--- src/rtl/tpl_pkg.sv ---
// shared constants, types and tap table for the true-peak limiter
package tpl_pkg;

  localparam int SAMPLE_BITS = 24;
  localparam int TAP_COUNT   = 32;
  localparam int OVERSAMPLE  = 4;
  localparam int HIST_DEPTH  = TAP_COUNT / OVERSAMPLE;
  localparam int DELAY_DEPTH = 1024;
  localparam int DELAY_AW    = $clog2(DELAY_DEPTH);
  localparam int LEN_BITS    = 11;
  localparam int COEF_BITS   = 24;
  localparam int GAIN_BITS   = 25;
  localparam int GAIN_FRAC   = 24;
  localparam int TAP_BITS    = 17;
  localparam int MUL_BITS    = 26;
  localparam int PROD_BITS   = 2 * MUL_BITS;
  localparam int ACC_BITS    = 48;
  localparam int DIV_STEPS   = 24;
  localparam int CNT_BITS    = DELAY_AW;
  localparam int MAC_IW      = $clog2(TAP_COUNT);
  localparam int CFG_AW      = 3;

  localparam logic [GAIN_BITS-1:0] GAIN_ONE = GAIN_BITS'(1) << GAIN_FRAC;

  // register indexes
  localparam logic [CFG_AW-1:0] REG_CEILING = CFG_AW'(0);
  localparam logic [CFG_AW-1:0] REG_ATTACK  = CFG_AW'(1);
  localparam logic [CFG_AW-1:0] REG_RELEASE = CFG_AW'(2);
  localparam logic [CFG_AW-1:0] REG_LOOKAHD = CFG_AW'(3);

  localparam logic signed [TAP_BITS-1:0] TAPS [TAP_COUNT] = '{
    17'sd0, -17'sd54, -17'sd231, -17'sd229, 17'sd431, 17'sd1727, 17'sd2644, 17'sd1592,
    -17'sd2233, -17'sd7406, -17'sd10080, -17'sd5712, 17'sd8012, 17'sd28858, 17'sd50144,
    17'sd63609, 17'sd63609, 17'sd50144, 17'sd28858, 17'sd8012, -17'sd5712, -17'sd10080,
    -17'sd7406, -17'sd2233, 17'sd1592, 17'sd2644, 17'sd1727, 17'sd431, -17'sd229,
    -17'sd231, -17'sd54, 17'sd0
  };

  typedef enum logic [3:0] {
    ST_CLEAR, ST_IDLE, ST_MAC, ST_DRAIN, ST_CMP, ST_DIV,
    ST_GAIN_A, ST_GAIN_B, ST_GAIN_U, ST_OUT_MUL, ST_OUT_FIN
  } state_t;

  typedef struct packed {
    logic                load;
    logic                mac_en;
    logic                mac_first;
    logic                mac_last;
    logic [MAC_IW-1:0]   mac_idx;
    logic                div_init;
    logic                div_step;
    logic                gain_a;
    logic                gain_b;
    logic                gain_upd;
    logic                out_mul;
    logic                out_fin;
    logic                clr_wr;
    logic [DELAY_AW-1:0] clr_addr;
  } cmd_t;

  typedef struct packed {
    logic need_div;
    logic out_free;
  } status_t;

  typedef struct packed {
    logic [SAMPLE_BITS-1:0] ceiling;
    logic [COEF_BITS-1:0]   attack;
    logic [COEF_BITS-1:0]   release_c;
    logic [LEN_BITS-1:0]    lookahead;
  } cfg_t;

endpackage

--- src/rtl/tpl_ctrl.sv ---
// sequencer for ram clear, mac, division, gain smoothing and output steps
module tpl_ctrl (
  input  logic             clk,
  input  logic             rst_n,
  input  logic             in_valid,
  output logic             in_ready,
  input  tpl_pkg::status_t sts,
  output tpl_pkg::cmd_t    cmd
);

  tpl_pkg::state_t state_r, state_nxt;
  logic [tpl_pkg::CNT_BITS-1:0] cnt_r, cnt_nxt;

  // state and counter registers
  always_ff @(posedge clk) begin
    if (!rst_n) begin
      state_r <= tpl_pkg::ST_CLEAR;
      cnt_r   <= '0;
    end else begin
      state_r <= state_nxt;
      cnt_r   <= cnt_nxt;
    end
  end

  // next state and commands
  always_comb begin
    state_nxt    = state_r;
    cnt_nxt      = cnt_r;
    in_ready     = 1'b0;
    cmd          = '0;
    cmd.mac_idx  = cnt_r[tpl_pkg::MAC_IW-1:0];
    cmd.clr_addr = cnt_r[tpl_pkg::DELAY_AW-1:0];
    case (state_r)
      tpl_pkg::ST_CLEAR: begin
        cmd.clr_wr = 1'b1;
        cnt_nxt    = cnt_r + 1'b1;
        if (&cnt_r) begin
          state_nxt = tpl_pkg::ST_IDLE;
        end
      end
      tpl_pkg::ST_IDLE: begin
        in_ready = 1'b1;
        cnt_nxt  = '0;
        if (in_valid) begin
          cmd.load  = 1'b1;
          state_nxt = tpl_pkg::ST_MAC;
        end
      end
      tpl_pkg::ST_MAC: begin
        cmd.mac_en    = 1'b1;
        cmd.mac_first = (cnt_r[2:0] == 3'd0);
        cmd.mac_last  = (&cnt_r[2:0]);
        cnt_nxt       = cnt_r + 1'b1;
        if (cnt_r[tpl_pkg::MAC_IW-1:0] == tpl_pkg::MAC_IW'(tpl_pkg::TAP_COUNT - 1)) begin
          cnt_nxt   = '0;
          state_nxt = tpl_pkg::ST_DRAIN;
        end
      end
      tpl_pkg::ST_DRAIN: begin
        state_nxt = tpl_pkg::ST_CMP;
      end
      tpl_pkg::ST_CMP: begin
        cmd.div_init = 1'b1;
        cnt_nxt      = '0;
        state_nxt    = sts.need_div ? tpl_pkg::ST_DIV : tpl_pkg::ST_GAIN_A;
      end
      tpl_pkg::ST_DIV: begin
        cmd.div_step = 1'b1;
        cnt_nxt      = cnt_r + 1'b1;
        if (cnt_r == tpl_pkg::CNT_BITS'(tpl_pkg::DIV_STEPS - 1)) begin
          state_nxt = tpl_pkg::ST_GAIN_A;
        end
      end
      tpl_pkg::ST_GAIN_A: begin
        cmd.gain_a = 1'b1;
        state_nxt  = tpl_pkg::ST_GAIN_B;
      end
      tpl_pkg::ST_GAIN_B: begin
        cmd.gain_b = 1'b1;
        state_nxt  = tpl_pkg::ST_GAIN_U;
      end
      tpl_pkg::ST_GAIN_U: begin
        cmd.gain_upd = 1'b1;
        state_nxt    = tpl_pkg::ST_OUT_MUL;
      end
      tpl_pkg::ST_OUT_MUL: begin
        cmd.out_mul = 1'b1;
        state_nxt   = tpl_pkg::ST_OUT_FIN;
      end
      tpl_pkg::ST_OUT_FIN: begin
        // hold the product until the output register is free
        if (sts.out_free) begin
          cmd.out_fin = 1'b1;
          state_nxt   = tpl_pkg::ST_IDLE;
        end
      end
      default: begin
        state_nxt = tpl_pkg::ST_IDLE;
      end
    endcase
  end

endmodule

--- config.mk ---
export PLATFORM = sky130hd
export DESIGN_NAME = tpl_ctrl
export DESIGN_NICKNAME = d
export VERILOG_FILES = /design/src/rtl/tpl_pkg.sv /design/src/rtl/tpl_ctrl.sv
export SDC_FILE = /design/constraint.sdc
export NUM_CORES = 1
export LEC_CHECK = 0
export BUFFER_PORTS_ARGS = -buffer_cell sky130_fd_sc_hd__buf_2
export CAP_MARGIN = 20
export CELL_PAD_IN_SITES_DETAIL_PLACEMENT = 1
export CELL_PAD_IN_SITES_GLOBAL_PLACEMENT = 2
export CORE_MARGIN = 2
export CORE_UTILIZATION = 31
export CTS_BUF_LIST = sky130_fd_sc_hd__clkbuf_4
export CTS_CLUSTER_SIZE = 10
export DETAILED_ROUTE_END_ITERATION = 8
export GPL_TIMING_DRIVEN = 1
export PLACE_DENSITY = 0.91
export SLEW_MARGIN = 5
export SYNTH_ARGS = -nofsm -noshare
export SYNTH_HDL_FRONTEND = slang
export SYNTH_SLANG_ARGS = --single-unit
--- constraint.sdc ---
create_clock -name clk -period 5.2 [get_ports clk]
set_clock_uncertainty 0.15 [all_clocks]
set_input_delay 0.52 -clock clk [delete_from_list [all_inputs] [get_ports clk]]
set_output_delay 0.52 -clock clk [all_outputs]
set_load 0.05 [all_outputs]
==> results by group <==
Detailed routing
  • Initial detailed-routing violation count: 16
  • Antenna-violating nets left: 0
  • Total Wirelength: 2870 um
  • DRC Markers: 0
  • Via/cell ratio: between 5 and 6
  • WL/cell: ~15 um
  • Vias: approximately 1000
  • TritonRoute pass-1 iters: 4

CTS
  • Clk root buf: clkbuf_4
  • Post-CTS Setup Bufs: 0
  • Worst-path clk slew: ~90 ps
  • CTS Buffer Depth: 2
  • Clock Sinks: 14
  • CTS resizes: 0
  • H-tree Lvls: 1
  • Clock Latency Late Sink: approximately 300 ps
  • CTS buffer count: 3
  • Post-CTS Hold Buffers: 0
  • TritonCTS clock tree: done

Synth
  • Syn Nets: ~140
  • Avg Inst Size Synth: a little under 8 um2
  • Post-synth EDFFs: 0
  • Ys flop type: dfxtp_1
  • Post-Synthesis Cells: around 130
  • Asr flop ratio synth: 0
  • Sequential element share of the synthesized area: 0.273
  • Synth warn: 0
  • Cell area after synthesis: 1030 um2
  • Netlist cell types: 44
  • Register bit count reported by yosys: 14

Floorplan
  • Die Y: around 62 um
  • Core area: about 3100 um2
  • IO Pins: 33
  • Die Area: ~3800 um2
  • Initial Util: 0.331
  • Rows: 20
  • Die Wd: approximately 62 um

GRT
  • Initial antenna violation count: 0
  • Via count of the first global-routing pass: around 1000
  • GRT Overall Usage: 0.167
  • GRT overflow: 0
  • GRT met1 Usage: 0.218
  • GR Util met3: 0.0252
  • Global-route wire length before repair: 4650 um
  • Gr busiest metal: met2
  • GR Util met2: 0.266
  • Pin count of the biggest net entering global routing: 24

Power
  • Max VDD drop: between 0.09 and 0.1 mV
  • Pwr Density: approximately 350 nW/um2
  • Pleak: 0.508 nW

Placement
  • Placer Congestion: 0.811
  • DP HPWL: ~2100 um
  • Pre-CTS setup slack: 2980 ps
  • Port bufs: 32

Layout
  • Multi-input logic area: about 660 um2
  • Most frequent cells in the layout: 32 x buf_2, 14 x dfxtp_1, 12 x nand2_1, 12 x nor2_1
  • FILL cells: between 400 and 500
  • Area growth syn-to-layout: 16.3%
  • Commonest non-fill, non-tap cell in the layout: buf_2
  • Final nets: roughly 160
  • Sequential cell area: roughly 280 um2
  • Layout cell share with drive strength beyond 1: 0.266
  • Ant. Diodes: 0

Timing
  • RSZ-0062 raised after global routing: false
  • Slack of the critical path: 2650 ps
  • Fin crit share: 0.489
  • Worst hold margin: between 300 and 400 ps
  • Setup_tns: 0 ps
  • Fin crit period: 2550 ps
  • Pins Over Slew Limit: 0
  • Max-slew headroom: 0.463
  • Hold Vio Cnt, Final: 0
  • Final setup vio count: 0
  • Slew @ Worst Pin: between 800 and 900 ps
  • Max frequency: approximately 390 MHz

Run
  • Max-cap check violation count: 0

Critical path
  • Startpoint Class: register
  • CP arrival: ~1900 ps
  • CP required: roughly 4500 ps
  • Worst setup EP type: primary output
  • Crit-path max FO: 18
  • Worst setup path class: register to primary output

Status
  • Status: completed

Min path
  • Hold Crit Class: register to register
worst paths after layout:
| path | startpoint | to | slack, ps | cells after the start |
|---|---|---|---|---|
| setup / recovery | state_r[1]$_SDFFE_PN0P_ | cmd[24] | 2650 | 4 |
| hold / removal | cnt_r[9]$_SDFFE_PN0P_ | cnt_r[9]$_SDFFE_PN0P_ | 390 | 2 |
| setup reg to reg | cnt_r[0]$_SDFFE_PN0P_ | cnt_r[7]$_SDFFE_PN0P_ | 3020 | 7 |
| hold reg to reg | cnt_r[9]$_SDFFE_PN0P_ | cnt_r[9]$_SDFFE_PN0P_ | 390 | 2 |
power breakdown:
part / internal, W / total, W / switching (W)
sequential: 0.000120 / 0.000151 / 0.0000311
clock: 0.0000280 / 0.0000703 / 0.0000423
combinational: 0.0000557 / 0.000197 / 0.000142
flip-flops by register name, indices dropped and copies added, names as in the netlist:
name     cells
state_r      4
cnt_r       10
layer usage:
| metal | vias up | wire (um) |
|---|---|---|
| li1 | 512 | - |
| met1 | 498 | 1360 |
| met2 | 23 | 1370 |
| met3 | 5 | 81 |
| met4 | 0 | 63 |
| met5 | - | 0 |
stage by stage:
step | std cells | util | power (W) | cell area, um2
finish | 198 | 0.385 | 0.000418 | 1190
global route | 198 | 0.385 | 0.000446 | 1190
CTS | 198 | 0.385 | 0.000423 | 1190
detailed placement | 194 | 0.377 | 0.000352 | 1170
global placement | 194 | 0.377 | 0.000346 | 1170
floorplan | 132 | - | 0.000318 | 1030
cell type report:
type,instances,share of cell area
Multi-Input combinational cell,100,0.551
Sequential cell,14,0.235
Clock buffer,3,0.0188
Inverter,4,0.0126
Tap cell,44,0.0461
Clock inverter,1,0.00314
Timing Repair Buffer,32,0.134
worst max-delay path, stage by stage, from the launching register on:
cell,delay [ps]
dfxtp_1,690
nand2b_1,180
nor3_1,260
and3b_1,200
buf_2,260
cells in the mapped netlist, drive strengths merged (2+ instances only):
master  count  share of area
nor3        5          0.024
o21a        2          0.015
o21ai       5          0.024
o41ai       3          0.033
buf         8          0.050
nor3b       3          0.022
nand2      12          0.044
mux2i       2          0.019
ha          4          0.049
dfxtp      14           0.27
nor2b       2          0.012
xor2        2          0.017
nand3       5          0.024
xnor2       5          0.043
and2        2          0.012
nor2       12          0.044
a21oi       4          0.019
a21boi      3          0.022
nor4        5          0.037
nand2b      5          0.030
and3        3          0.019
a211oi      2          0.015
clkbuf      6          0.022
inv         4          0.015
kinds of logic (layout without fill, tap and decap cells):
kind of cell / Yosys count / in the layout / share of synthesized area
fa+ha+maj: 4 / 4 / 0.0487
compound gates: 24 / 24 / 0.169
flops: 14 / 14 / 0.273
mux: 2 / 2 / 0.0195
xor+xnor: 7 / 7 / 0.0597
simple gates: 63 / 63 / 0.343
buf+inv: 18 / 40 / 0.0865
(Power assumes the default switching activity.)
